File: src/hdl/mhs_pkg.sv
// Shared constants and types for the ascending sorter built from a row of cells.
`timescale 1ns / 1ps

package mhs_pkg;

  localparam int unsigned CAPACITY = 16;
  localparam int unsigned DATA_W   = 32;
  localparam int unsigned CNT_W    = $clog2(CAPACITY + 1);

  typedef enum logic {
    ST_FILL,
    ST_EMIT
  } state_e;

  // Per-cycle command broadcast to every cell.
  typedef struct packed {
    logic ins_en;
    logic pop_en;
  } cell_ctrl_t;

endpackage

File: src/hdl/mhs_cell.sv
// One sorting cell: holds a single value, takes part in parallel insertion and shift-out.
`timescale 1ns / 1ps

module mhs_cell (
  input  logic                            clk_i,
  input  mhs_pkg::cell_ctrl_t             ctrl_i,
  input  logic                            occ_i,
  input  logic signed [mhs_pkg::DATA_W-1:0] value_i,
  input  logic                            lower_ins_i,
  input  logic signed [mhs_pkg::DATA_W-1:0] lower_val_i,
  input  logic signed [mhs_pkg::DATA_W-1:0] upper_val_i,
  output logic                            ins_o,
  output logic signed [mhs_pkg::DATA_W-1:0] val_o
);

  logic signed [mhs_pkg::DATA_W-1:0] val_q;
  logic signed [mhs_pkg::DATA_W-1:0] val_d;

  // new value belongs at or below this slot
  assign ins_o = !occ_i || (value_i < val_q);

  always_comb begin
    val_d = val_q;
    if (ctrl_i.pop_en) begin
      val_d = upper_val_i;
    end else if (ctrl_i.ins_en && ins_o) begin
      val_d = lower_ins_i ? lower_val_i : value_i;
    end
  end

  always_ff @(posedge clk_i) begin
    val_q <= val_d;
  end

  assign val_o = val_q;

endmodule

File: src/hdl/max_heap_sorter.sv
// Top level: collects signed values in a sorted row of cells and streams them out ascending.
//
//  channel   | dir | tdata                  | tlast      | tuser
//  s_axis    | in  | [31:0] value           | last       | -
//  m_axis    | out | [31:0] sorted_value    | final_res  | dropped
//
//  An input beat is inserted with all cells comparing against it in parallel.
//  A beat with tlast starts emission: one result per cycle from the lowest cell while the
//  output stage is not stalled, s_axis_tready low until the last one is loaded.
//  A registered output stage holds a result while m_axis_tready is low.
//  Reset clears the count, drop flag, output valid and state; cell contents need no reset.
`timescale 1ns / 1ps

module max_heap_sorter (
  input  logic        clk_i,
  input  logic        rst_ni,
  input  logic        s_axis_tvalid,
  output logic        s_axis_tready,
  input  logic [31:0] s_axis_tdata,   // [31:0] value
  input  logic        s_axis_tlast,   // last
  output logic        m_axis_tvalid,
  input  logic        m_axis_tready,
  output logic [31:0] m_axis_tdata,   // [31:0] sorted_value
  output logic        m_axis_tlast,   // final_res
  output logic        m_axis_tuser    // [0] dropped
);

  localparam int unsigned N = mhs_pkg::CAPACITY;

  mhs_pkg::state_e st_q, st_d;
  logic [mhs_pkg::CNT_W-1:0] cnt_q, cnt_d;
  logic ovf_q, ovf_d;
  logic m_valid_q, m_valid_d;
  logic [mhs_pkg::DATA_W-1:0] m_data_q, m_data_d;
  logic m_last_q, m_last_d;
  logic m_drop_q, m_drop_d;

  logic accept, full, pop;
  mhs_pkg::cell_ctrl_t ctrl;

  logic signed [mhs_pkg::DATA_W-1:0] cell_val [N];
  logic [N-1:0] cell_ins;
  logic [N-1:0] occ;

  assign full   = (cnt_q == mhs_pkg::CNT_W'(N));
  assign accept = s_axis_tvalid && s_axis_tready;

  for (genvar i = 0; i < N; i++) begin : g_cell
    logic signed [mhs_pkg::DATA_W-1:0] lower_val, upper_val;
    logic lower_ins;

    assign occ[i] = (cnt_q > mhs_pkg::CNT_W'(i));

    if (i == 0) begin : g_first
      assign lower_val = '0;
      assign lower_ins = 1'b0;
    end else begin : g_mid
      assign lower_val = cell_val[i-1];
      assign lower_ins = cell_ins[i-1];
    end

    if (i == N - 1) begin : g_top
      assign upper_val = '0;
    end else begin : g_below
      assign upper_val = cell_val[i+1];
    end

    mhs_cell u_cell (
      .clk_i       (clk_i),
      .ctrl_i      (ctrl),
      .occ_i       (occ[i]),
      .value_i     (s_axis_tdata),
      .lower_ins_i (lower_ins),
      .lower_val_i (lower_val),
      .upper_val_i (upper_val),
      .ins_o       (cell_ins[i]),
      .val_o       (cell_val[i])
    );
  end

  always_ff @(posedge clk_i or negedge rst_ni) begin
    if (!rst_ni) begin
      st_q      <= mhs_pkg::ST_FILL;
      cnt_q     <= '0;
      ovf_q     <= 1'b0;
      m_valid_q <= 1'b0;
    end else begin
      st_q      <= st_d;
      cnt_q     <= cnt_d;
      ovf_q     <= ovf_d;
      m_valid_q <= m_valid_d;
    end
  end

  always_ff @(posedge clk_i) begin
    m_data_q <= m_data_d;
    m_last_q <= m_last_d;
    m_drop_q <= m_drop_d;
  end

  always_comb begin
    st_d          = st_q;
    cnt_d         = cnt_q;
    ovf_d         = ovf_q;
    m_valid_d     = m_valid_q;
    m_data_d      = m_data_q;
    m_last_d      = m_last_q;
    m_drop_d      = m_drop_q;
    s_axis_tready = 1'b0;
    pop           = 1'b0;
    ctrl          = '0;

    if (m_valid_q && m_axis_tready) begin
      m_valid_d = 1'b0;
    end

    unique case (st_q)
      mhs_pkg::ST_FILL: begin
        s_axis_tready = 1'b1;
        if (accept) begin
          if (full) begin
            ovf_d = 1'b1;
          end else begin
            ctrl.ins_en = 1'b1;
            cnt_d       = cnt_q + 1'b1;
          end
          if (s_axis_tlast) begin
            st_d = mhs_pkg::ST_EMIT;
          end
        end
      end
      mhs_pkg::ST_EMIT: begin
        pop = !m_valid_q || m_axis_tready;
        if (pop) begin
          ctrl.pop_en = 1'b1;
          m_valid_d   = 1'b1;
          m_data_d    = cell_val[0];
          m_last_d    = (cnt_q == mhs_pkg::CNT_W'(1));
          m_drop_d    = ovf_q;
          cnt_d       = cnt_q - 1'b1;
          if (cnt_q == mhs_pkg::CNT_W'(1)) begin
            ovf_d = 1'b0;
            st_d  = mhs_pkg::ST_FILL;
          end
        end
      end
      default: begin
        st_d = mhs_pkg::ST_FILL;
      end
    endcase
  end

  assign m_axis_tvalid = m_valid_q;
  assign m_axis_tdata  = m_data_q;
  assign m_axis_tlast  = m_last_q;
  assign m_axis_tuser  = m_drop_q;

endmodule

File: config.mk
export PLATFORM = sky130hd
export DESIGN_NAME = max_heap_sorter
export DESIGN_NICKNAME = d
export VERILOG_FILES = /design/src/hdl/mhs_pkg.sv /design/src/hdl/mhs_cell.sv /design/src/hdl/max_heap_sorter.sv
export SDC_FILE = /design/constraint.sdc
export NUM_CORES = 2
export LEC_CHECK = 0
export ABC_AREA = 0
export BUFFER_PORTS_ARGS = -buffer_cell sky130_fd_sc_hd__buf_2
export CAP_MARGIN = 25
export CORE_MARGIN = 5
export CORE_UTILIZATION = 40
export CTS_CLUSTER_DIAMETER = 150
export DETAILED_ROUTE_END_ITERATION = 10
export PLACE_DENSITY_LB_ADDON = 0.1
export SLEW_MARGIN = 20
export SYNTH_ARGS = -nofsm -noshare
export SYNTH_HDL_FRONTEND = slang
export SYNTH_SLANG_ARGS = --single-unit
File: constraint.sdc
create_clock -name clk_i -period 4.9 [get_ports clk_i]
set_clock_uncertainty 0.2 [all_clocks]
set_input_delay 0.98 -clock clk_i [delete_from_list [all_inputs] [get_ports clk_i]]
set_output_delay 0.98 -clock clk_i [all_outputs]
set_load 0.02 [all_outputs]
# Yosys cells after proc, flatten, opt, wreduce, memory -nomap -nowiden
# Index checks and enable logic that the tools add are counted.
# totals
inputBits	37
reg_bits	554
out_inout_bits	36
wordCells	203
# op_classes
bitwise	1
magnitude_cmp	32
reduce_logical	70
eq_ne	7
n_mux	68
n_addsub	2
# ops
operator	n
$mux 32	45
$lt 32x32->1	16
$gt 5x4->1 const B	8
$reduce_bool 2->1	15
$gt 5x3->1 const B	4
$logic_and 1x1->1	18
$logic_not 1->1	17
$logic_or 1x1->1	17
$mux 1	17
$mux 5	3
$gt 5x1->1 const B	2
$gt 5x2->1 const B	2
$pmux 5 s2	1
$ne 2x2->1 const B	3
$add 5x1->5 const B	1
$eq 5x1->1 const B	1
$eq 5x5->1 const B	1
$sub 5x1->5 const B	1
$ne 2x1->1 const B	2
$pmux 1 s2	2
$reduce_and 4->1	1
$reduce_and 3->1	1
$reduce_and 2->1	1
$not 1->1	1

# Logic depth before layout (Yosys ltp)
# depth
word_depth	7
ltp_mapped	12
mapped_depth_nobuf	10

# Modules after synthesis
# From an unflattened synthesis, not the netlist that was laid out.
# unflattened
cells_unflattened	4225
area_unflattened_um2	41033.1
# by_module_without_submodules
module	n_inst	seq_area_each_um2	cells_per_inst	area_each_um2
mhs_cell	16	960.9	257	2458.6
max_heap_sorter	1	1221.2	113	1695.4

# Least setup slack after synthesis
# Ideal clock, no wire load.
# synth_timing
kind	in2reg
start	input port s_axis_tdata[1]
end	register g_cell[6].u_cell.val_q (netlist bit g_cell[6].u_cell.val_o[0]) (enable)
setup_time_ns	0.466
arrival_ns	5.182
setup_slack_ns	-0.947
required_time_ns	4.234
stages	9
path_buffers	2
cell_sequence	ha_1 a2111oi_0 o31ai_1 a2111o_1 a21oi_1 mux2_1 buf_4 buf_6 o21ai_0
# synth_between
elab_chain_cells	4
# synth_rtl
item	line_no	source
from (decl)	max_heap_sorter.sv:19	input logic [31:0] s_axis_tdata,
$lt 32x32->1	mhs_cell.sv:20	assign ins_o = !occ_i || (value_i < val_q);
$logic_or 1x1->1	mhs_cell.sv:20	
$logic_and 1x1->1	mhs_cell.sv:26	end else if (ctrl_i.ins_en && ins_o) begin
$reduce_bool 2->1 (no line)	--	
to (signal assigned)	mhs_cell.sv:32	val_q <= val_d;
to (decl)	mhs_cell.sv:16	logic signed [mhs_pkg::DATA_W-1:0] val_q;
# No other way between the ends.
# A chain may end at the register's enable or synchronous reset.

# Final worst setup path
# layout_timing
start	input port s_axis_tdata[1]
end	register g_cell[14].u_cell.val_q (netlist bit g_cell[14].u_cell.val_o[15]) (data pin)
# layout_between
elab_chain_cells	5
# layout_rtl
item	line_no	source
$lt 32x32->1	mhs_cell.sv:20	
$logic_or 1x1->1	mhs_cell.sv:20	
$mux 32	mhs_cell.sv:27	val_d = lower_ins_i ? lower_val_i : value_i;
$mux 32	mhs_cell.sv:26	
$mux 32	mhs_cell.sv:24	if (ctrl_i.pop_en) begin
via g_cell[14].u_cell.val_d, one bit	mhs_cell.sv:17	logic signed [mhs_pkg::DATA_W-1:0] val_d;
to (signal assigned)	mhs_cell.sv:32	
to (decl)	mhs_cell.sv:16	
# The timed path passes the listed nets, and every way through them passes these cells. The select of a mux whose other input is x is not followed.

==> flow_summary.json <==
{
  "place_inst": 5315,
  "layout.cells.non_filler": 5446,
  "numCtsBuffers": 71,
  "critPathLaunch": "s_axis_tdata[1]",
  "syn_area_per_cell_um2": 9.74,
  "first_global_vias": 29200,
  "cts_setup_buffers": 0,
  "area_growth_syn_to_layout_pct": 12.5,
  "cp.required_ns": 5.03,
  "routedWlPerCell_um": 20.3,
  "die_h_um": 323,
  "gp_congestion": 0.825,
  "synth-edff-count": 514,
  "clk_latency_ns": 0.61,
  "drv_cap": 0,
  "rsz0062_at_grt": "no",
  "root_buffer": "clkbuf_16",
  "p_leak_nw": 19.0,
  "coreArea_um2": 98000,
  "status": "finished, final reports clean",
  "syn_area_um2": 39300,
  "synth_cell_type_count": 67,
  "grt_usage_pct": 20.9,
  "tightestPinTransition_ns": 0.939,
  "nFillCells": 9404,
  "drc": 0,
  "tns_ns": 0,
  "hold_slack_ns": 0.267,
  "ys_seq_area_share_pct": 41.4,
  "grt_pass1_wl_um": 172000,
  "grt_max_degree": 111,
  "fmax_ghz": 0.252,
  "yosys_most_used_dff": "edfxtp_1",
  "finalMaxSlewViolations": 0,
  "initial_core_util_pct": 40.1,
  "pre_cts_slack_ns": 0.280,
  "min_period_over_period_pct": 81.1,
  "hold_path_class": "flop to flop",
  "path_clk_slew_ns": 0.06,
  "post-route-min-period_ns": 3.98,
  "clockBufferDepth": 3,
  "synth_area_leaders": "edfxtp_1 39%, ha_1 16%, mux2i_1 9.1%",
  "first_pass_iters": 6,
  "dieArea_um2": 105000,
  "cts_resized": 0,
  "synth_most_common_cell": "nand2_1",
  "ys_async_sr_fraction_pct": 1.44,
  "worst-path-max-fanout": 32,
  "final_antenna_net_count": 0,
  "holdPathStages": 0,
  "r2r_start": "g_cell[11].u_cell.val_o[14]",
  "die_width_um": 323,
  "vias_per_cell": 5.39,
  "ys_top_cells_by_count": "538 x nand2_1, 514 x edfxtp_1, 510 x inv_1, 501 x ha_1, 357 x mux2i_1",
  "reg2reg_depth": 11,
  "multiInputGateArea_um2": 20200,
  "critPathCaptureType": "flop",
  "grt-ovfl-total": 0,
  "clkSinkCount": 554,
  "finalSetupViolations": 0,
  "ys_warn_count": 0,
  "wl_um": 110000,
  "cellPowerDensity_nw_per_um2": 733,
  "dp_hpwl_um": 84600,
  "synth_seq_cells": 554,
  "cts_tree": "built",
  "vdd_drop_max_v": 0.000618,
  "htree_levels": 3,
  "register_area_um2": 16300,
  "cp.arrival_ns": 4.11,
  "worstHoldStart": "ovf_q",
  "hold_viol_final": 0,
  "path_class": "input port to flop",
  "final_nets": 4640,
  "vias": 29400,
  "synth_fp_nets": 4570,
  "post-route-util_pct": 45.1,
  "synthCells": 4032,
  "drive_gt1_share_pct": 8.90,
  "portBuffers": 72,
  "initialDrtViolationCount": 1912,
  "synth_top_cell_by_area": "edfxtp_1",
  "io_pins": 73,
  "start_kind": "input port",
  "grt_antenna_before_repair": 3,
  "max-slew-margin-rel_pct": 36.7,
  "rows": 115,
  "synth_top_area_share_pct": 39.3,
  "fin_ws_ns": 0.924
}
## worst max-delay path, cell delays in order
cell	delay, ns
buf_2	0.41
buf_4	0.24
ha_1	0.22
a2111oi_0	0.37
o31ai_1	0.21
a211o_1	0.38
a21oi_1	0.31
mux2i_4	0.36
buf_12	0.29
mux2i_1	0.21
o21ai_0	0.09
## logic make-up after synthesis
group	Yosys count	share of synthesized area [%]
AO/OA/AOI/OAI	984	15.4
flip-flops	554	41.4
XOR/XNOR	4	0.0892
AND/OR/NAND/NOR	896	10.2
buffers and inverters	731	7.63
adder cells (fa/ha/maj)	501	16.0
multiplexers	362	9.25
## per-layer routing
layer  vias to the layer above  wire length [um]  track usage [%]
met4                         0              2050             4.78
met1                     13900             57100             32.3
li1                      14800                 -                -
met3                       119              4820             2.51
met2                       540             46300             31.3
met5                         -                 0                0
## where the power goes
| part | total, mW | internal (mW) | switching, mW |
|---|---|---|---|
| Clock | 4.95 | 2.85 | 2.10 |
| Combinational | 16.5 | 6.71 | 9.77 |
| Sequential | 11.0 | 9.11 | 1.86 |
## path summary, 6_finish.rpt
path                                                to  slack (ns)
min in group asynchronous                     cnt_q[4]        0.55
max                        g_cell[14].u_cell.val_o[15]        0.92
min                                       m_axis_tuser        0.27
max reg2reg                 g_cell[12].u_cell.val_o[9]        1.19
max in group asynchronous                     cnt_q[3]        3.76
min reg2reg                               m_axis_tuser        0.27
## registers in the layout, summed over array words and instances (netlist names)
name and count:
g_cell.u_cell.val_o 512, st_q 1, m_axis_tlast 1, m_axis_tdata 32
ovf_q 1, m_axis_tvalid 1, m_axis_tuser 1, cnt_q 5
## placed cells by master, fill, tap and decap left out, types with 99 or more instances in the layout
master,n
edfxtp_1,514
a21oi_1,206
nand3_1,135
ha_1,501
mux2i_1,354
inv_1,510
o21ai_1,262
o21ai_0,192
nand2_1,535
buf_4,99
## metrics by stage
stage	total power, mW	area, um^2
floorplan	22.6	39300
detailed placement	27.6	42000
finish	32.4	44200
CTS	32.7	44200
global placement	27.2	42000
global route	35.2	44200
## repair_timing
item	CTS	global route
setup endpoints to repair	0	0
endpoints found under the hold margin	8	0
hold buffers	1	0
## layout make-up
cell class | instances | share of cell area (%)
timing repair buffer | 217 | 4.58
inverter | 511 | 4.36
tap | 1287 | 3.64
antenna | 4 | 0.0227
multi-input combinational | 2747 | 45.8
clock buffer | 100 | 4.55
clock inverter | 26 | 0.272
sequential | 554 | 36.8
Power figures use the tool's default switching activity.
